<file path="src/rtl/core/assert_macros.svh">
`ifndef ASSERT_MACROS_SVH
`define ASSERT_MACROS_SVH

// Clocked check, switched off while in reset.
`define STP_ASSERT_CLK(lbl, prop) \
  lbl: assert property (@(posedge clk) disable iff (rst) prop) \
    else $error("sms tpdu parser check failed");

// Implication form of the above.
`define STP_ASSERT_IMP(lbl, ante, cons) \
  `STP_ASSERT_CLK(lbl, (ante) |-> (cons))

`endif

</file>
<file path="src/rtl/core/stp_pkg.sv">
`default_nettype none

package stp_pkg;

  localparam logic [3:0] PH_HDR    = 4'd0;
  localparam logic [3:0] PH_REF    = 4'd1;
  localparam logic [3:0] PH_ALEN   = 4'd2;
  localparam logic [3:0] PH_ATYPE  = 4'd3;
  localparam logic [3:0] PH_DIGITS = 4'd4;
  localparam logic [3:0] PH_PID    = 4'd5;
  localparam logic [3:0] PH_DCS    = 4'd6;
  localparam logic [3:0] PH_TS     = 4'd7;
  localparam logic [3:0] PH_VP     = 4'd8;
  localparam logic [3:0] PH_UDL    = 4'd9;
  localparam logic [3:0] PH_UD     = 4'd10;
  localparam logic [3:0] PH_STS    = 4'd11;
  localparam logic [3:0] PH_CMD    = 4'd12;
  localparam logic [3:0] TAG_TRAIL = 4'd13;

  localparam logic [1:0] KIND_DELIVER = 2'd0;
  localparam logic [1:0] KIND_SUBMIT  = 2'd1;
  localparam logic [1:0] KIND_STATUS  = 2'd2;
  localparam logic [1:0] KIND_COMMAND = 2'd3;

  localparam logic [1:0] VPF_NONE     = 2'd0;
  localparam logic [1:0] VPF_RELATIVE = 2'd1;
  localparam logic [1:0] VPF_ENHANCED = 2'd2;

  localparam logic [7:0] VP_LEN_RELATIVE = 8'd1;
  localparam logic [7:0] VP_LEN_ENHANCED = 8'd7;
  localparam logic [7:0] VP_LEN_ABSOLUTE = 8'd10;
  localparam logic [7:0] TS_LEN          = 8'd7;

  typedef struct packed {
    logic [7:0] data_octet;
    logic       buffer_end;
  } in_item_t;

  typedef struct packed {
    logic [3:0] field_tag;
    logic [7:0] field_value;
    logic [7:0] field_index;
    logic [2:0] number_kind;
    logic [3:0] numbering_plan;
    logic [1:0] validity_format;
    logic       message_done;
    logic       truncated;
  } out_item_t;

  typedef struct packed {
    logic [3:0] parse_phase;
    logic [7:0] octet_counter;
    logic [7:0] field_length;
    logic [1:0] saved_validity_format;
    logic       completed;
  } parse_state_t;

endpackage

`default_nettype wire

</file>
<file path="src/rtl/core/sms_tpdu_field_parser.sv">
// Each result is registered and appears in the cycle after its octet is accepted.
// Throughput: one octet per cycle; input is taken whenever the result
// register is empty or being emptied in the same cycle.
// Reset (synchronous, active high) clears the parse state, empties the
// result register and sets message_kind to deliver.
`default_nettype none

module sms_tpdu_field_parser (
  input  wire logic               clk,
  input  wire logic               rst,
  input  wire logic               cfg_wr_en,
  input  wire logic [1:0]         cfg_wr_data,
  input  wire logic               in_valid,
  output logic                    in_ready,
  input  wire stp_pkg::in_item_t  in_item,
  output logic                    out_valid,
  input  wire logic               out_ready,
  output stp_pkg::out_item_t      out_item
);
  import stp_pkg::*;

  `include "assert_macros.svh"

  logic [1:0]   message_kind;
  parse_state_t st;
  parse_state_t st_next;
  out_item_t    res;
  logic         in_fire;

  assign in_ready = ~out_valid | out_ready;
  assign in_fire  = in_valid & in_ready;

  stp_step u_step (
    .kind    (message_kind),
    .st      (st),
    .item    (in_item),
    .st_next (st_next),
    .res     (res)
  );

  always_ff @(posedge clk) begin
    if (rst) begin
      message_kind <= KIND_DELIVER;
    end else if (cfg_wr_en) begin
      message_kind <= cfg_wr_data;
    end
  end

  always_ff @(posedge clk) begin
    if (rst) begin
      st        <= '0;
      out_valid <= 1'b0;
    end else begin
      if (in_fire) begin
        st <= st_next;
      end
      if (in_fire) begin
        out_valid <= 1'b1;
      end else if (out_ready) begin
        out_valid <= 1'b0;
      end
    end
  end

  always_ff @(posedge clk) begin
    if (in_fire) begin
      out_item <= res;
    end
  end

  `STP_ASSERT_IMP(a_done_not_trunc, out_valid && out_item.message_done,
                  !out_item.truncated)
  `STP_ASSERT_IMP(a_trail_quiet, out_valid && out_item.field_tag == TAG_TRAIL,
                  out_item.field_index == 8'd0 && !out_item.message_done && !out_item.truncated)
  `STP_ASSERT_CLK(a_end_restarts,
                  in_fire && in_item.buffer_end |=> st.parse_phase == PH_HDR && !st.completed)

endmodule

`default_nettype wire

</file>
<file path="src/rtl/core/stp_step.sv">
`default_nettype none

module stp_step (
  input  wire logic [1:0]           kind,
  input  wire stp_pkg::parse_state_t st,
  input  wire stp_pkg::in_item_t     item,
  output stp_pkg::parse_state_t      st_next,
  output stp_pkg::out_item_t         res
);
  import stp_pkg::*;

  logic [3:0] ph;
  logic [7:0] v;
  logic [8:0] cnt_inc;
  logic       last_digit;
  logic       last_ts;
  logic       last_vl;
  logic       done;

  assign v          = item.data_octet;
  assign cnt_inc    = {1'b0, st.octet_counter} + 9'd1;
  assign last_digit = cnt_inc >= {1'b0, st.field_length};
  assign last_ts    = cnt_inc >= {1'b0, TS_LEN};
  assign last_vl    = last_digit;
  assign ph         = (st.parse_phase > PH_CMD) ? PH_HDR : st.parse_phase;

  always_comb begin
    st_next = st;
    done    = 1'b0;
    res     = '0;
    res.field_tag   = TAG_TRAIL;
    res.field_value = v;
    if (!st.completed) begin
      res.field_tag = ph;
      case (ph)
        PH_HDR: begin
          if (kind == KIND_SUBMIT) begin
            st_next.saved_validity_format = v[4:3];
            res.validity_format           = v[4:3];
          end else begin
            st_next.saved_validity_format = VPF_NONE;
          end
          st_next.parse_phase   = (kind == KIND_DELIVER) ? PH_ALEN : PH_REF;
          st_next.octet_counter = '0;
        end
        PH_REF: begin
          st_next.parse_phase   = (kind == KIND_COMMAND) ? PH_PID : PH_ALEN;
          st_next.octet_counter = '0;
        end
        PH_ALEN: begin
          st_next.octet_counter = '0;
          if (v == 8'd0) begin
            st_next.parse_phase = PH_PID;
          end else begin
            st_next.field_length = v - 8'd1;
            st_next.parse_phase  = PH_ATYPE;
          end
        end
        PH_ATYPE: begin
          res.number_kind       = v[6:4];
          res.numbering_plan    = v[3:0];
          st_next.parse_phase   = (st.field_length == 8'd0) ? PH_PID : PH_DIGITS;
          st_next.octet_counter = '0;
        end
        PH_DIGITS: begin
          res.field_index = st.octet_counter;
          if (last_digit) begin
            st_next.parse_phase   = PH_PID;
            st_next.octet_counter = '0;
          end else begin
            st_next.octet_counter = cnt_inc[7:0];
          end
        end
        PH_PID: begin
          st_next.parse_phase   = PH_DCS;
          st_next.octet_counter = '0;
        end
        PH_DCS: begin
          st_next.octet_counter = '0;
          if (kind == KIND_COMMAND) begin
            st_next.parse_phase = PH_CMD;
          end else if (kind == KIND_SUBMIT) begin
            case (st.saved_validity_format)
              VPF_NONE: begin
                st_next.parse_phase = PH_UDL;
              end
              VPF_RELATIVE: begin
                st_next.parse_phase  = PH_VP;
                st_next.field_length = VP_LEN_RELATIVE;
              end
              VPF_ENHANCED: begin
                st_next.parse_phase  = PH_VP;
                st_next.field_length = VP_LEN_ENHANCED;
              end
              default: begin
                st_next.parse_phase  = PH_VP;
                st_next.field_length = VP_LEN_ABSOLUTE;
              end
            endcase
          end else begin
            st_next.parse_phase = PH_TS;
          end
        end
        PH_TS: begin
          res.field_index = st.octet_counter;
          if (last_ts) begin
            st_next.parse_phase   = (kind == KIND_STATUS) ? PH_STS : PH_UDL;
            st_next.octet_counter = '0;
          end else begin
            st_next.octet_counter = cnt_inc[7:0];
          end
        end
        PH_VP: begin
          res.field_index = st.octet_counter;
          if (last_vl) begin
            st_next.parse_phase   = PH_UDL;
            st_next.octet_counter = '0;
          end else begin
            st_next.octet_counter = cnt_inc[7:0];
          end
        end
        PH_UDL: begin
          if (v == 8'd0) begin
            done = 1'b1;
          end else begin
            st_next.field_length  = v;
            st_next.parse_phase   = PH_UD;
            st_next.octet_counter = '0;
          end
        end
        PH_UD: begin
          res.field_index = st.octet_counter;
          if (last_digit) begin
            done = 1'b1;
          end else begin
            st_next.octet_counter = cnt_inc[7:0];
          end
        end
        default: begin
          done = 1'b1;
        end
      endcase
      if (done) begin
        st_next.completed = 1'b1;
      end
      res.message_done = done;
      res.truncated    = item.buffer_end & ~done;
    end
    // end of buffer: next octet opens a new message
    if (item.buffer_end) begin
      st_next = '0;
    end
  end

endmodule

`default_nettype wire
</file>
<file path="config.mk">
export PLATFORM = sky130hd
export DESIGN_NAME = sms_tpdu_field_parser
export DESIGN_NICKNAME = d
export VERILOG_FILES = /design/src/rtl/core/stp_pkg.sv /design/src/rtl/core/sms_tpdu_field_parser.sv /design/src/rtl/core/stp_step.sv
export VERILOG_INCLUDE_DIRS = /design/src /design/src/rtl/core
export SDC_FILE = /design/constraint.sdc
export NUM_CORES = 1
export LEC_CHECK = 0
export BUFFER_PORTS_ARGS = -buffer_cell sky130_fd_sc_hd__clkbuf_2
export CAP_MARGIN = 15
export CORE_ASPECT_RATIO = 0.9
export CORE_MARGIN = 2
export CORE_UTILIZATION = 33
export CTS_CLUSTER_SIZE = 28
export DETAILED_ROUTE_END_ITERATION = 8
export HOLD_SLACK_MARGIN = 0.1
export PLACE_DENSITY_LB_ADDON = 0.08
export SLEW_MARGIN = 20
export SYNTH_ARGS = -nofsm -noshare
export SYNTH_HDL_FRONTEND = slang
export SYNTH_SLANG_ARGS = --single-unit
export TNS_END_PERCENT = 30
</file>
<file path="constraint.sdc">
create_clock -name clk -period 3.2 [get_ports clk]
set_input_delay 0.16 -clock clk [delete_from_list [all_inputs] [get_ports clk]]
set_output_delay 0.16 -clock clk [all_outputs]
set_load 0.01 [all_outputs]
</file>
==> impl.org <==
** Cells and area
- Once layout is complete, the utilization of the core stands at 0.4152.
- Non-filler cells in the finished layout :: between 500 and 600
- Final Net Count :: 463
- Of the cells placed in the final design, the portion with a size suffix greater than 1 is 0.2392.
- After routing the design area is between 4000 and 5000 µm².
- Layout area overhead :: 23.26%
- Diode count :: 0

** Timing
- Static timing analysis puts the maximum clock frequency at around 0.33 GHz.
- Counting I/O delays and the setup requirement, the final critical path takes 3.073 ns.
- Adding up every negative setup slack in the final design gives 0 ns.
- Headroom to the max-slew limit came out at 0.5370.
- The number of pins exceeding their max-slew limit in the final report was 0.
- Across all hold checks on the routed design, the worst slack comes to 0.1067 ns.
- Unrepaired setup endpoints after global routing :: false
- At the pin with the least slew margin, the transition time is a little under 0.7 ns.
- Setup violations remaining at the end of the flow were counted as 0.
- The hold violation total from the final report came to 0.
- Fraction of the cycle the final worst path needs :: 0.9603
- On the final layout, the worst clock skew is 0.008051 ns.
- Final setup margin :: 0.1270 ns

** Detailed routing
- After detailed routing, the number of remaining DRC violations is 0.
- Using the TritonRoute via totals, the vias-per-cell ratio works out to 5.095.
- Iteration-0 DRC Markers :: between 150 and 200
- Residual antenna-violating net count after detailed routing :: 0
- Vias :: 2894
- The first detailed-routing pass took 5 iterations.
- After detailed routing, the total wire length is 8666 µm.
- After detailed routing, the average wire length per cell comes to 15.26 µm.

** Yosys
- Number of synthesized flops with an enable pin :: 31
- In this run, synthesis produced a sequential element count of between 50 and 60.
- In the synthesized netlist the async set-or-reset flop fraction comes to 0.
- Counting every net in the synthesized netlist gives 401.
- Ranked by instance count, the synthesized netlist is headed by sky130_fd_sc_hd__nor2_1, sky130_fd_sc_hd__edfxtp_1, sky130_fd_sc_hd__dfxtp_1, sky130_fd_sc_hd__inv_1, sky130_fd_sc_hd__nand2_1.
- Post-Synthesis Mean Instance Area :: just over 9 µm²
- Cell with the most instances after synthesis :: sky130_fd_sc_hd__nor2_1
- Portion of synthesized cell area occupied by the leading cell type :: 0.2708
- Top cells by area in the synthesized netlist :: sky130_fd_sc_hd__edfxtp_1, sky130_fd_sc_hd__dfxtp_1, sky130_fd_sc_hd__ha_1
- In this run the cell area of the synthesized design comes to 3437 µm².
- Portion of the post-synthesis area used by sequential elements :: 0.4223
- Post-synthesis cell count :: approximately 370
- Synth Flop Type :: sky130_fd_sc_hd__edfxtp_1
- Area leader, netlist :: sky130_fd_sc_hd__edfxtp_1
- Yosys warning total :: 0
- Counting distinct cell types in the post-synthesis netlist gives 68.

** Die
- Boundary Pins :: 49
- The floorplan step set the die width to 111.6 µm.
- Std cell rows :: 35
- The floorplan step defined a die boundary enclosing 11250 µm².
- The die is 100.8 µm tall.
- Effective utilization at floorplan :: 0.3368
- The region available for standard cell placement spans approximately 10000 µm².

** Clock tree
- In this run, CTS created clock tree buffers numbering 9.
- Worst skew pair latency :: ~0.33 ns
- Clock-pin slew was measured on the worst setup and hold paths at 0.05 ns.
- Root cell of the clock tree :: sky130_fd_sc_hd__clkbuf_16
- Number of clock sinks seen by CTS :: between 50 and 60
- CTS max path bufs :: 2
- H-tree depth :: 3
- TritonCTS built the clock tree.

** Status
- The run finished with clean final reports.

** Worst setup path
- The signal on the critical path passes through ha_2, and3_4, nand2_1, nand2_1, ha_1, nor4_1, o21ai_1, a311o_1, o211a_2, o31a_1, o31ai_4, mux2_1.
- CP Max Fanout :: 6
- The largest individual stage delay along the critical path comes from the cell sky130_fd_sc_hd__a311o_1.
- Data on the critical path is required at its endpoint by 3.41 ns.
- The number of buffers and inverters on the critical path is 0.
- Data on the critical path arrives at its endpoint at about 3.3 ns.
- Cell family with most CP delay :: compound AO/OA/AOI/OAI gates
- Startpoint class of the critical path :: flop
- Type of element capturing the critical path :: flop
- Library cell appearing most often on the critical path :: sky130_fd_sc_hd__nand2_1
- The worst setup path is of the flop to flop kind.
- Critical Path Max Stage Delay :: around 0.39 ns

** Global route
- The first global-routing pass estimated 14410 µm of wire.
- Entering global routing, the biggest net connects 24 pins.
- For this run, the total global-route usage over all layers was measured as 0.1652.
- Number of global-route vias before repair :: approximately 2700
- Antenna violations before repair :: 0
- Remaining global-route overflow :: 0

** Placed design
- The number of placed instances, taps included, is ~550.
- Setup Slack @ Placement :: 0.09602 ns
- After detailed placement, the total cell area comes to between 3000 and 4000 µm².
- Routability-driven placement finished with a final weighted congestion of roughly 0.81.
- Detailed placement finished with a half-perimeter wire length of 6418 µm.
- IO Port Bufs :: 48

** Pwr
- Total power density per cell area :: 459.7 nW/µm²
- Final Total Pwr :: 1.947 mW
- VDD sags by at most 0.0002086 V.
- Leakage power total :: ~1.7 nW

** Hold path
- Path category of the worst min-delay check :: input pin to flop

** Job
- Across the run, the number of max-cap violations was 0.
-- flip-flops by register name, summed over array words and instances (netlist names) --
signal,flops
message_kind,2
out_item,31
st,23
out_valid,1
-- final timing paths --
| check | slack (ns) | cells past startpoint | to | start |
|---|---|---|---|---|
| max | 0.13 | 12 | st[22] | st[12] |
| min | 0.11 | 1 | out_item[26] | in_item[8] |
| max reg2reg | 0.13 | 12 | st[22] | st[12] |
| min reg2reg | 0.48 | 2 | st[2] | st[2] |
-- final cells by class --
class / instances / area (µm²)
Inverter: 25 / 93.84
Clock buffer: 12 / 236.5
Timing Repair Buffer: 71 / 430.4
Clock inverter: 4 / 45.04
Fill cell: 1049 / 5967
Tap cell: 129 / 161.4
Sequential cell: 57 / 1451
Multi-Input combinational cell: 270 / 1818
-- cell families after synthesis --
kind of cell               Yosys count  synth area share
xor gates and xnor gates             8           0.02039
adders and majority gates           13           0.04733
DFF                                 57            0.4223
muxes                               14           0.04113
buffers and inverters               45           0.05169
AOI/OAI and AO/OA                   87            0.1853
and+or+nand+nor                    148            0.2319
-- power by group --
part | switching [mW] | internal, mW | leakage [nW]
Combinational | 0.124 | 0.0859 | 0.991
Sequential | 0.0128 | 0.802 | 0.521
Clock | 0.325 | 0.598 | 0.140
Total | 0.462 | 1.49 | 1.65
-- metal layers --
metal	part of all wire	up-vias	GRT usage	wire length, µm
li1	-	1464	-	-
met1	0.50	1375	0.2324	4337
met5	0	-	0	0
met2	0.45	48	0.2425	3911
met3	0.039	7	0.04871	340
met4	0.0088	0	0.05698	76
-- repair_timing --
action / in CTS / in global routing
endpoints found under the setup margin: 0 / 1
buffers inserted: 0 / 0
endpoints found under the hold margin: 7 / 0
hold buffers: 7 / 0
resized for setup: 0 / 2
-- cell usage in the layout, fill, tap and decap left out, types with 4 or more instances in the layout --
cell type and instances:
sky130_fd_sc_hd__a31o_2 4, sky130_fd_sc_hd__xnor2_1 6, sky130_fd_sc_hd__a21oi_1 21, sky130_fd_sc_hd__clkbuf_16 9, sky130_fd_sc_hd__nand2_1 24, sky130_fd_sc_hd__buf_4 16, sky130_fd_sc_hd__dlygate4sd3_1 7, sky130_fd_sc_hd__nand3_1 4
sky130_fd_sc_hd__or3_1 6, sky130_fd_sc_hd__clkbuf_2 48, sky130_fd_sc_hd__nor2b_1 7, sky130_fd_sc_hd__and2_1 11, sky130_fd_sc_hd__nor2_1 42, sky130_fd_sc_hd__inv_1 25, sky130_fd_sc_hd__nor4_1 4, sky130_fd_sc_hd__edfxtp_1 31
sky130_fd_sc_hd__o22ai_1 4, sky130_fd_sc_hd__ha_1 12, sky130_fd_sc_hd__nor3_1 13, sky130_fd_sc_hd__dfxtp_1 26, sky130_fd_sc_hd__mux2i_1 13, sky130_fd_sc_hd__nand2b_1 13, sky130_fd_sc_hd__or2_2 4, sky130_fd_sc_hd__o21ai_0 16
Note: power is estimated with default switching activity, not from simulation.
